<file path="src/e2h_pkg.sv">
// Shared types, constants and arithmetic helpers for the equatorial to horizontal converter.
package e2h_pkg;

    localparam int FRAC = 30;
    localparam logic signed [33:0] CORDIC_K = 34'sd652032874;
    localparam logic [31:0] HALF_TURN = 32'h8000_0000;
    localparam logic [31:0] QUARTER_TURN = 32'h4000_0000;

    typedef logic signed [33:0] q30_t;
    typedef logic signed [33:0] zang_t;

    function automatic logic signed [33:0] atan_turn(input int i);
        logic signed [33:0] r;
        begin
            case (i)
                0: r = 34'sd536870912;
                1: r = 34'sd316933406;
                2: r = 34'sd167458907;
                3: r = 34'sd85004756;
                4: r = 34'sd42667331;
                5: r = 34'sd21354465;
                6: r = 34'sd10679838;
                7: r = 34'sd5340245;
                8: r = 34'sd2670163;
                9: r = 34'sd1335087;
                10: r = 34'sd667544;
                11: r = 34'sd333772;
                12: r = 34'sd166886;
                13: r = 34'sd83443;
                14: r = 34'sd41722;
                15: r = 34'sd20861;
                16: r = 34'sd10430;
                17: r = 34'sd5215;
                18: r = 34'sd2608;
                19: r = 34'sd1304;
                20: r = 34'sd652;
                21: r = 34'sd326;
                22: r = 34'sd163;
                23: r = 34'sd81;
                24: r = 34'sd41;
                25: r = 34'sd20;
                26: r = 34'sd10;
                27: r = 34'sd5;
                28: r = 34'sd3;
                29: r = 34'sd1;
                30: r = 34'sd1;
                default: r = 34'sd0;
            endcase
            return r;
        end
    endfunction

    // Q30 product, rounded half up; operands stay within about 2^31.
    function automatic q30_t qmul(input q30_t a, input q30_t b);
        logic signed [67:0] p;
        begin
            p = a * b + 68'sd536870912;
            return q30_t'(p >>> FRAC);
        end
    endfunction

endpackage

</file>
<file path="src/e2h_rot_stage.sv">
// One rotation-mode CORDIC iteration with a register, producing sine and cosine.
module e2h_rot_stage #(
    parameter int SHIFT = 0
) (
    input  logic clk,
    input  logic en,
    input  e2h_pkg::q30_t x_in,
    input  e2h_pkg::q30_t y_in,
    input  e2h_pkg::zang_t z_in,
    output e2h_pkg::q30_t x_out,
    output e2h_pkg::q30_t y_out,
    output e2h_pkg::zang_t z_out
);
    import e2h_pkg::*;

    q30_t x_next, y_next;
    zang_t z_next;
    q30_t x_reg, y_reg;
    zang_t z_reg;

    always_comb
    begin
        if (z_in >= 0)
        begin
            x_next = x_in - (y_in >>> SHIFT);
            y_next = y_in + (x_in >>> SHIFT);
            z_next = z_in - atan_turn(SHIFT);
        end
        else
        begin
            x_next = x_in + (y_in >>> SHIFT);
            y_next = y_in - (x_in >>> SHIFT);
            z_next = z_in + atan_turn(SHIFT);
        end
    end

    always_ff @(posedge clk)
    begin
        if (en)
        begin
            x_reg <= x_next;
            y_reg <= y_next;
            z_reg <= z_next;
        end
    end

    assign x_out = x_reg;
    assign y_out = y_reg;
    assign z_out = z_reg;
endmodule

</file>
<file path="config.mk">
export PLATFORM = sky130hd
export DESIGN_NAME = e2h_rot_stage
export DESIGN_NICKNAME = d
export VERILOG_FILES = /design/src/e2h_pkg.sv /design/src/e2h_rot_stage.sv
export SDC_FILE = /design/constraint.sdc
export NUM_CORES = 1
export LEC_CHECK = 0
export ABC_AREA = 1
export BUFFER_PORTS_ARGS = -buffer_cell sky130_fd_sc_hd__buf_2
export CAP_MARGIN = 30
export CORE_UTILIZATION = 50
export DETAILED_ROUTE_END_ITERATION = 7
export GPL_TIMING_DRIVEN = 1
export PLACE_DENSITY = 0.73
export SLEW_MARGIN = 20
export SYNTH_ARGS = -nofsm -noshare
export SYNTH_HDL_FRONTEND = slang
export SYNTH_SLANG_ARGS = --single-unit
</file>
<file path="constraint.sdc">
create_clock -name clk -period 3 [get_ports clk]
set_input_delay 0.45 -clock clk [delete_from_list [all_inputs] [get_ports clk]]
set_output_delay 0.45 -clock clk [all_outputs]
set_load 0.02 [all_outputs]
</file>
==> out/results.ini, run 1 <==
[outcome]
status=finished clean

[timing]
fin_hold_ws_ps=280
maxClockFrequency_mhz=385
final.period_utilization=0.865
setup_slack_of_the_critical_path_after_layout_ps=405
finalCriticalPeriod_ps=2600
finalHoldViolations=0
grt_setup_unrepaired=no
worst_pin_slew_ps=528
finalSetupTns_ps=0
finalMaxSlewViolations=0
slew-limit-headroom=0.644
setup_viol_count_final=0

[hold_path]
holdCritPathClass=primary input to register
worst_hold_startpoint=z_in[27]

[grt]
via_count_of_the_first_global_routing_pass=10782
maximum_number_of_pins_on_one_net_before_global_route_repair=68
grt_pass1_wl_um=57000
globalRouteTotalUtil=0.335
gr-total-overflow=0
antenna_found_initial=0

[clock_network]
postCtsHoldBufs=0
cts_root_buffer=sky130_fd_sc_hd__clkbuf_16
num_cts_buffers=9
clock_sink_total=101
clkTransAtPathRegs_ps=80
tritoncts=yes
htree_levels=3
cts_resized=0
post_cts.repair.setup_buffers=0
clock_path_buffers=2

[floorplanning]
coreArea_sq_um=21200
placement_rows=53
floorplan.initialDensity=0.514
fp.dieArea_sq_um=22400
chipHeight_um=150
fp.dieW_um=150
ios=206

[power]
power-per-cell-area_nw_per_um2=425
ir_worst_vdd_mv=0.284
p_leak_nw=6.56
p_total_mw=5.30

[synth]
yosys_warnings=0
async_flop_share=0
synth_cell_types=44
synth-edff-count=101
syn_avg_cell_area_sq_um=6.70
postSynth.topFlopCell=sky130_fd_sc_hd__edfxtp_1
synthesis.instances=1629
synth.cell_area_sq_um=10900
yosys_register_bits=101
synth.yosys.seq_area_share=0.278
synthesis.nets=1840

[placed_design]
pre_cts_slack_ps=187
gpl.final_weighted_congestion=0.973
port_buffers=205
dp.final_hpwl_um=30900

[routing]
drt.antenna.violating_nets=0
postRouteWirelength_um=37200
drt-pass1-iter-count=5
routed-via-count=11440
drc_violation_count_after_routing=0
drt_iter0_markers=1079
avgViaCountPerCell=5.45
detail_route.wl_per_cell_um=17.7

[job]
max-cap-violations=0

[finish]
fill_cells=2093
multi_input_combinational_cell_area_sq_um=6540
final-seq-area_sq_um=3030
layout.cells.most_common=sky130_fd_sc_hd__nand2_1
area_growth_syn_to_layout_pct=14.1
drive_gt1_frac=0.165
num_antenna_cells=0
number_of_nets_at_the_end_of_the_flow=2029
layout.cells.most_common_list=sky130_fd_sc_hd__nand2_1 (475), sky130_fd_sc_hd__inv_1 (262), sky130_fd_sc_hd__buf_2 (204)

[critical_path]
cp-start-kind=primary input
timing.setup.critical_path_class=primary input to register
cp_data_required_time_ps=3120
critical_path.endpoint_type=register
critical_path.startpoint=x_in[23]
critical_path.max_fanout=10
worst-endpoint-arrival_ps=2720

==> cell usage after synthesis (15+ instances only) <==
library cell | count | area, sq um
sky130_fd_sc_hd__a21oi_1 | 108 | 541
sky130_fd_sc_hd__buf_4 | 29 | 218
sky130_fd_sc_hd__edfxtp_1 | 101 | 3030
sky130_fd_sc_hd__ha_1 | 103 | 1290
sky130_fd_sc_hd__inv_1 | 262 | 983
sky130_fd_sc_hd__nand2_1 | 475 | 1780
sky130_fd_sc_hd__nand3_1 | 157 | 786
sky130_fd_sc_hd__nand4_1 | 16 | 100
sky130_fd_sc_hd__nor2_1 | 119 | 447
sky130_fd_sc_hd__nor3_1 | 15 | 75.1
sky130_fd_sc_hd__o21ai_0 | 76 | 380
sky130_fd_sc_hd__o21bai_1 | 16 | 120
sky130_fd_sc_hd__xor2_1 | 35 | 307
==> path summary, 6_finish.rpt <==
kind	endpoint	slack (ps)	cells past startpoint
worst max-delay path	y_out[31]	400	12
worst min-delay path	z_out[27]	280	1
==> state kept, by name, summed over array words and instances, names as in the netlist <==
| register | cells |
|---|---|
| x_out | 34 |
| z_out | 34 |
| y_out | 33 |
==> kinds of logic after synthesis <==
logic type,share of synthesized area
adder cells (fa/ha/maj),0.125
AO/OA/AOI/OAI,0.115
XOR/XNOR,0.0297
AND/OR/NAND/NOR,0.328
buffers and inverters,0.124
flip-flops,0.278
==> critical path, stage by stage <==
cell                      delay (ps)
sky130_fd_sc_hd__buf_2           110
sky130_fd_sc_hd__inv_1            40
sky130_fd_sc_hd__ha_1            550
sky130_fd_sc_hd__nand2_1         190
sky130_fd_sc_hd__nor2_1          330
sky130_fd_sc_hd__nand2_1         180
sky130_fd_sc_hd__nor3_1          330
sky130_fd_sc_hd__nand2_1         220
sky130_fd_sc_hd__nand2_1         110
sky130_fd_sc_hd__nand2_1          50
sky130_fd_sc_hd__nand3_1          90
sky130_fd_sc_hd__nand2_1          60
==> layer usage <==
layer	global-route usage	vias up	share of wire
met5	0	-	0
met1	0.469	5240	0.46
met2	0.539	547	0.43
met3	0.0335	67	0.076
li1	-	5586	-
met4	0.111	0	0.030
==> stage by stage <==
step	cells	utilization	cell area, sq um
after global routing	2098	0.587	12500
after global placement	2082	0.573	12200
after CTS	2098	0.587	12500
after floorplan	1629	-	10900
after detailed placement	2082	0.573	12200
final	2098	0.587	12500
==> final cells by class <==
| class | instances | area share |
|---|---|---|
| clock inverter | 7 | 0.00553 |
| sequential | 101 | 0.244 |
| tap | 275 | 0.0276 |
| inverter | 274 | 0.0826 |
| multi-input combinational | 1208 | 0.526 |
| timing repair buffer | 224 | 0.0971 |
| clock buffer | 9 | 0.0181 |
==> power by group <==
part | internal (mW) | switching, mW | total, mW
combinational | 0.682 | 1.52 | 2.20
sequential | 1.78 | 0.0550 | 1.83
clock | 0.591 | 0.668 | 1.26
Power figures use the tool's default switching activity.
==> run 2: changes to the inputs <==
Settings changed: CORE_ASPECT_RATIO set to 0.7.
==> run 2 against run 1 <==
Maximum frequency is 7.1% higher. Global-route usage grew 0.078 points. Highest routed layer unchanged. Critical path depth up 1. Die area barely moved. Final area fell by 0.11%. Final cell count hardly changed.
==> out/results.ini, run 2 (synthesized netlist as in run 1, its figures left out) <==
[floorplanning]
fp.dieArea_sq_um=22400  ; about the same
coreArea_sq_um=21100  ; -0.64%
chipHeight_um=126  ; -16%
ios=206  ; unchanged
placement_rows=44  ; -17%
floorplan.initialDensity=0.518  ; +0.00330
fp.dieW_um=179  ; +19%

[grt]
maximum_number_of_pins_on_one_net_before_global_route_repair=68  ; unchanged
via_count_of_the_first_global_routing_pass=10300  ; -4.5%
grtUsageMet2=0.455  ; -0.0840
gr-total-overflow=0  ; unchanged
gr-max-usage-layer=met1
antenna_found_initial=1  ; +1
globalRouteTotalUtil=0.336  ; +0.000781
met1_usage=0.533  ; +0.0635
grt_pass1_wl_um=56900  ; -0.19%
met3_demand_to_capacity_share_in_global_routing=0.0782  ; +0.0447

[clock_network]
clock_path_buffers=2  ; unchanged
postCtsHoldBufs=0  ; unchanged
tritoncts=yes
cts_root_buffer=sky130_fd_sc_hd__clkbuf_16
clkTransAtPathRegs_ps=90  ; about the same
clock_sink_total=101  ; unchanged
num_cts_buffers=9  ; unchanged
cts_resized=0  ; unchanged
htree_levels=3  ; unchanged
post_cts.repair.setup_buffers=0  ; unchanged

[power]
ir_worst_vdd_mv=0.307  ; +8.2%
power-per-cell-area_nw_per_um2=424  ; -0.20%
p_total_mw=5.28  ; -0.31%
p_leak_nw=6.54  ; -0.25%

[routing]
postRouteWirelength_um=38000  ; +2.2%
drt-pass1-iter-count=8  ; +3
detail_route.wl_per_cell_um=18.1  ; +2.1%
avgViaCountPerCell=5.52  ; +1.2%
drc_violation_count_after_routing=0  ; unchanged
drt_iter0_markers=1184  ; +9.7%
routed-via-count=11586  ; +1.3%
drt.antenna.violating_nets=0  ; unchanged

[critical_path]
crit_path_cell_trace=buf_2 > inv_1 > ha_1 > inv_1 > nand2_1 > nor2_1 > nand2_1 > nor3_1 > nand2_1 > nand2_1 > nand2_1 > nand3_1 > nand2_1
timing.setup.critical_path_class=primary input to register
crit_slowest_cell=sky130_fd_sc_hd__ha_1
worstSetupPathDepth=13  ; +1
critical_path.max_fanout=8  ; -2
worst-endpoint-arrival_ps=2550  ; -170 ps
crit_buf_inv=3  ; +1
cp-start-kind=primary input
crit_path_frequent_cell=sky130_fd_sc_hd__nand2_1
worst_path_dominant_cell_family=simple AND/OR/NAND/NOR gates
timing.critical_path.slowest_cell_delay_ps=480  ; -70 ps
cp_data_required_time_ps=3130  ; about the same
critical_path.endpoint_type=register

[placed_design]
gpl.final_weighted_congestion=0.956  ; -1.7%
port_buffers=205  ; unchanged
dp.final_hpwl_um=31800  ; +2.9%

[timing]
finalSetupTns_ps=0  ; unchanged
finalCriticalPeriod_ps=2420  ; -173 ps
maxClockFrequency_mhz=413  ; +7.1%
finalMaxSlewViolations=0  ; unchanged
grt_setup_unrepaired=no
final.period_utilization=0.807  ; -0.0577
setup_viol_count_final=0  ; unchanged
finalHoldViolations=0  ; unchanged
worst_pin_slew_ps=609  ; +80.3 ps
slew-limit-headroom=0.590  ; -0.0541

[hold_path]
holdCritPathClass=primary input to register
worst_hold_startpoint=z_in[19]
holdPathEnd=z_out[19]
worst_hold_path.num_cells=1  ; unchanged

[finish]
layout.cells.most_common=sky130_fd_sc_hd__nand2_1
layout.cells.most_common_list=sky130_fd_sc_hd__nand2_1 (475), sky130_fd_sc_hd__inv_1 (262), sky130_fd_sc_hd__buf_2 (204)
fill_cells=2114  ; +1.0%
multi_input_combinational_cell_area_sq_um=6540  ; unchanged
area_growth_syn_to_layout_pct=14.0
drive_gt1_frac=0.165  ; unchanged
number_of_nets_at_the_end_of_the_flow=2029  ; unchanged
final-seq-area_sq_um=3030  ; unchanged

[job]
max-cap-violations=0  ; unchanged

[outcome]
status=finished clean

==> run 2: cell types whose count changed in the layout (fill, tap and decap cells not counted), sizes merged <==
cell | previous run | this run
inv | 278 | 275
clkinvlp | 0 | 2
clkbuf | 9 | 10
diode | 0 | 1
==> run 2: cell type report <==
cell class / count / area share
well taps: 276 / 0.0278
repair buffers: 224 / 0.0962
diodes: 1 / 0.000201
clock inverters: 6 / 0.00483
clock buffers: 10 / 0.0184
inverters: 274 / 0.0827
flip-flops and latches: 101 / 0.244
multi-input cells: 1208 / 0.526
==> run 2: where the power goes <==
group / internal (mW) / switching (mW) / total, mW / leakage, nW
clock network: 0.582 / 0.630 / 1.21 / 0.134
logic: 0.681 / 1.56 / 2.24 / 5.42
registers: 1.78 / 0.0530 / 1.83 / 0.987
total: 3.04 / 2.24 / 5.28 / 6.54
==> run 2: stage by stage <==
step | instance area [sq um] | util | cells | hold WS [ps] | setup slack, ps
2_1_floorplan | 10900 | - | 1629 | 549 | 665
3_3_place_gp | 12100 | 0.576 | 2083 | 642 | 296
3_5_place_dp | 12100 | 0.576 | 2083 | 645 | 286
4_1_cts | 12400 | 0.590 | 2099 | 269 | 672
5_1_grt | 12400 | 0.590 | 2099 | 256 | 408
6_report | 12400 | 0.590 | 2100 | 272 | 578
==> run 2: how the worst max path moves through the flow <==
stage                        start         to  slack, ps
after global placement    x_in[15]  y_out[30]        300
after floorplan           z_in[33]  z_out[33]        670
after detailed placement  x_in[13]  x_out[22]        290
after global routing      x_in[15]  y_out[30]        410
after CTS                  y_in[0]  y_out[32]        670
final                     x_in[25]  x_out[30]        580
==> run 2: per-layer routing <==
metal	vias up	wire length (um)
met1	5291	18300
li1	5594	-
met2	660	14500
met4	0	488
met5	-	0
met3	41	4670
==> run 3: changes to the inputs <==
Clock period 3 ns to 2.3 ns, I/O delays scaled along.
==> run 3 against run 2 <==
Clock power increased by 29%. Final area increased by 15%. Critical path depth decreased by 3. Flip-flop and latch count unchanged. Wire length increased by 4.1%. Sequential power increased by 30%. Worst hold slack got worse by 98 ps. Total power increased by 40%.
==> out/results.ini, run 3 (synthesized netlist as in run 1, its figures left out) <==
[outcome]
status=finished clean

[finish]
area_growth_syn_to_layout_pct=30.6
postLayoutCoreUtil=0.676  ; +0.0861
layout.cells.most_common_list=sky130_fd_sc_hd__nand2_1 (475), sky130_fd_sc_hd__inv_1 (262), sky130_fd_sc_hd__buf_4 (238)
number_of_nets_at_the_end_of_the_flow=2256  ; +11%
fill_cells=1923  ; -9.0%
drive_gt1_frac=0.262  ; +0.0979
num_antenna_cells=0  ; -1
layout.cells.most_common=sky130_fd_sc_hd__nand2_1

[clock_network]
num_cts_buffers=9  ; unchanged
clock_path_buffers=2  ; unchanged
tritoncts=yes
post_cts.repair.setup_buffers=0  ; unchanged
cts_root_buffer=sky130_fd_sc_hd__clkbuf_16
cts_resized=0  ; unchanged
clkTransAtPathRegs_ps=80  ; about the same
htree_levels=3  ; unchanged
clock_sink_total=101  ; unchanged
postCtsHoldBufs=0  ; unchanged

[critical_path]
timing.setup.critical_path_class=primary input to register
cp_data_required_time_ps=2460  ; -670 ps
crit_path_cell_trace=buf_2 > inv_1 > ha_1 > a21oi_1 > buf_4 > o21ai_0 > nor2_1 > nand2_1 > xor2_1 > o21ai_0
worst-endpoint-arrival_ps=2350  ; -200 ps
crit_slowest_cell=sky130_fd_sc_hd__ha_1
critical_path.endpoint_type=register
critical_path.startpoint=x_in[12]
critical_path.max_fanout=8  ; unchanged
crit_path_frequent_cell=sky130_fd_sc_hd__o21ai_0
crit_buf_inv=3  ; unchanged
cp-start-kind=primary input
timing.critical_path.slowest_cell_delay_ps=410  ; -70 ps
worst_path_dominant_cell_family=compound AO/OA/AOI/OAI gates

[routing]
detail_route.wl_per_cell_um=17.0  ; -6.0%
drt-pass1-iter-count=8  ; unchanged
postRouteWirelength_um=39600  ; +4.1%
drt_iter0_markers=1294  ; +9.3%
drc_violation_count_after_routing=0  ; unchanged
avgViaCountPerCell=5.32  ; -3.5%
routed-via-count=12381  ; +6.9%
drt.antenna.violating_nets=0  ; unchanged

[floorplanning]
fp.dieW_um=179  ; unchanged
chipHeight_um=126  ; unchanged
placement_rows=44  ; unchanged
floorplan.initialDensity=0.518  ; unchanged
fp.dieArea_sq_um=22400  ; unchanged
coreArea_sq_um=21100  ; unchanged
ios=206  ; unchanged

[power]
ir_worst_vdd_mv=0.376  ; +22%
power-per-cell-area_nw_per_um2=519  ; +22%
p_leak_nw=7.66  ; +17%
p_total_mw=7.40  ; +40%

[timing]
setup_viol_count_final=0  ; unchanged
finalCriticalPeriod_ps=2190
finalHoldViolations=0  ; unchanged
final.period_utilization=0.954
slew-limit-headroom=0.586  ; -0.00368
finalMaxSlewViolations=0  ; unchanged
worst_pin_slew_ps=614  ; +5.47 ps
maxClockFrequency_mhz=456
finalSetupTns_ps=0  ; unchanged
grt_setup_unrepaired=yes

[grt]
met3_demand_to_capacity_share_in_global_routing=0.0628  ; -0.0154
antenna_found_initial=0  ; -1
grtUsageMet2=0.503  ; +0.0477
maximum_number_of_pins_on_one_net_before_global_route_repair=38  ; -44%
globalRouteTotalUtil=0.351  ; +0.0152
via_count_of_the_first_global_routing_pass=11538  ; +12%
gr-max-usage-layer=met1
gr-total-overflow=0  ; unchanged
met1_usage=0.541  ; +0.00886
grt_pass1_wl_um=60100  ; +5.6%

[placed_design]
gpl.final_weighted_congestion=0.979  ; +2.4%
dp.final_hpwl_um=33700  ; +5.8%
port_buffers=205  ; unchanged

[job]
max-cap-violations=0  ; unchanged

[hold_path]
worst_hold_startpoint=z_in[26]
holdCritPathClass=primary input to register

[run 3: final timing paths]
check	endpoint	slack, ps	cells after the start
hold / removal	z_out[26]	170	1
setup / recovery	y_out[15]	110	10
[run 3: metrics by stage]
stage / hold WS [ps] / instances / setup WS (ps) / instance area (sq um)
after floorplan: 444 / 1629 / 70.3 / 10900
after global placement: 539 / 2310 / -183 / 13900
after detailed placement: 538 / 2310 / -226 / 13900
after CTS: 166 / 2326 / 144 / 14200
after global routing: 170 / 2326 / -1.22 / 14300
final: 174 / 2326 / 105 / 14300
[run 3: area by class of cell]
class	count	area, sq um	share of cell area
sequential	101	3030	0.213
clock buffer	10	229	0.0161
multi-input combinational	1208	6580	0.461
tap	276	345	0.0242
inverter	274	1030	0.0722
timing repair buffer	451	2990	0.210
clock inverter	6	53.8	0.00377
[run 3: where the power goes]
group          switching [mW]  internal, mW  leakage, nW
Clock                   0.806         0.758        0.136
Combinational            2.14          1.32         6.54
Sequential             0.0646          2.32        0.987
Total                    3.01          4.39         7.66
[run 3: routing by layer]
layer | share of wire | vias up
met2 | 0.40 | 666
met4 | 0.017 | 0
li1 | - | 6048
met1 | 0.47 | 5618
met5 | 0 | -
met3 | 0.12 | 49
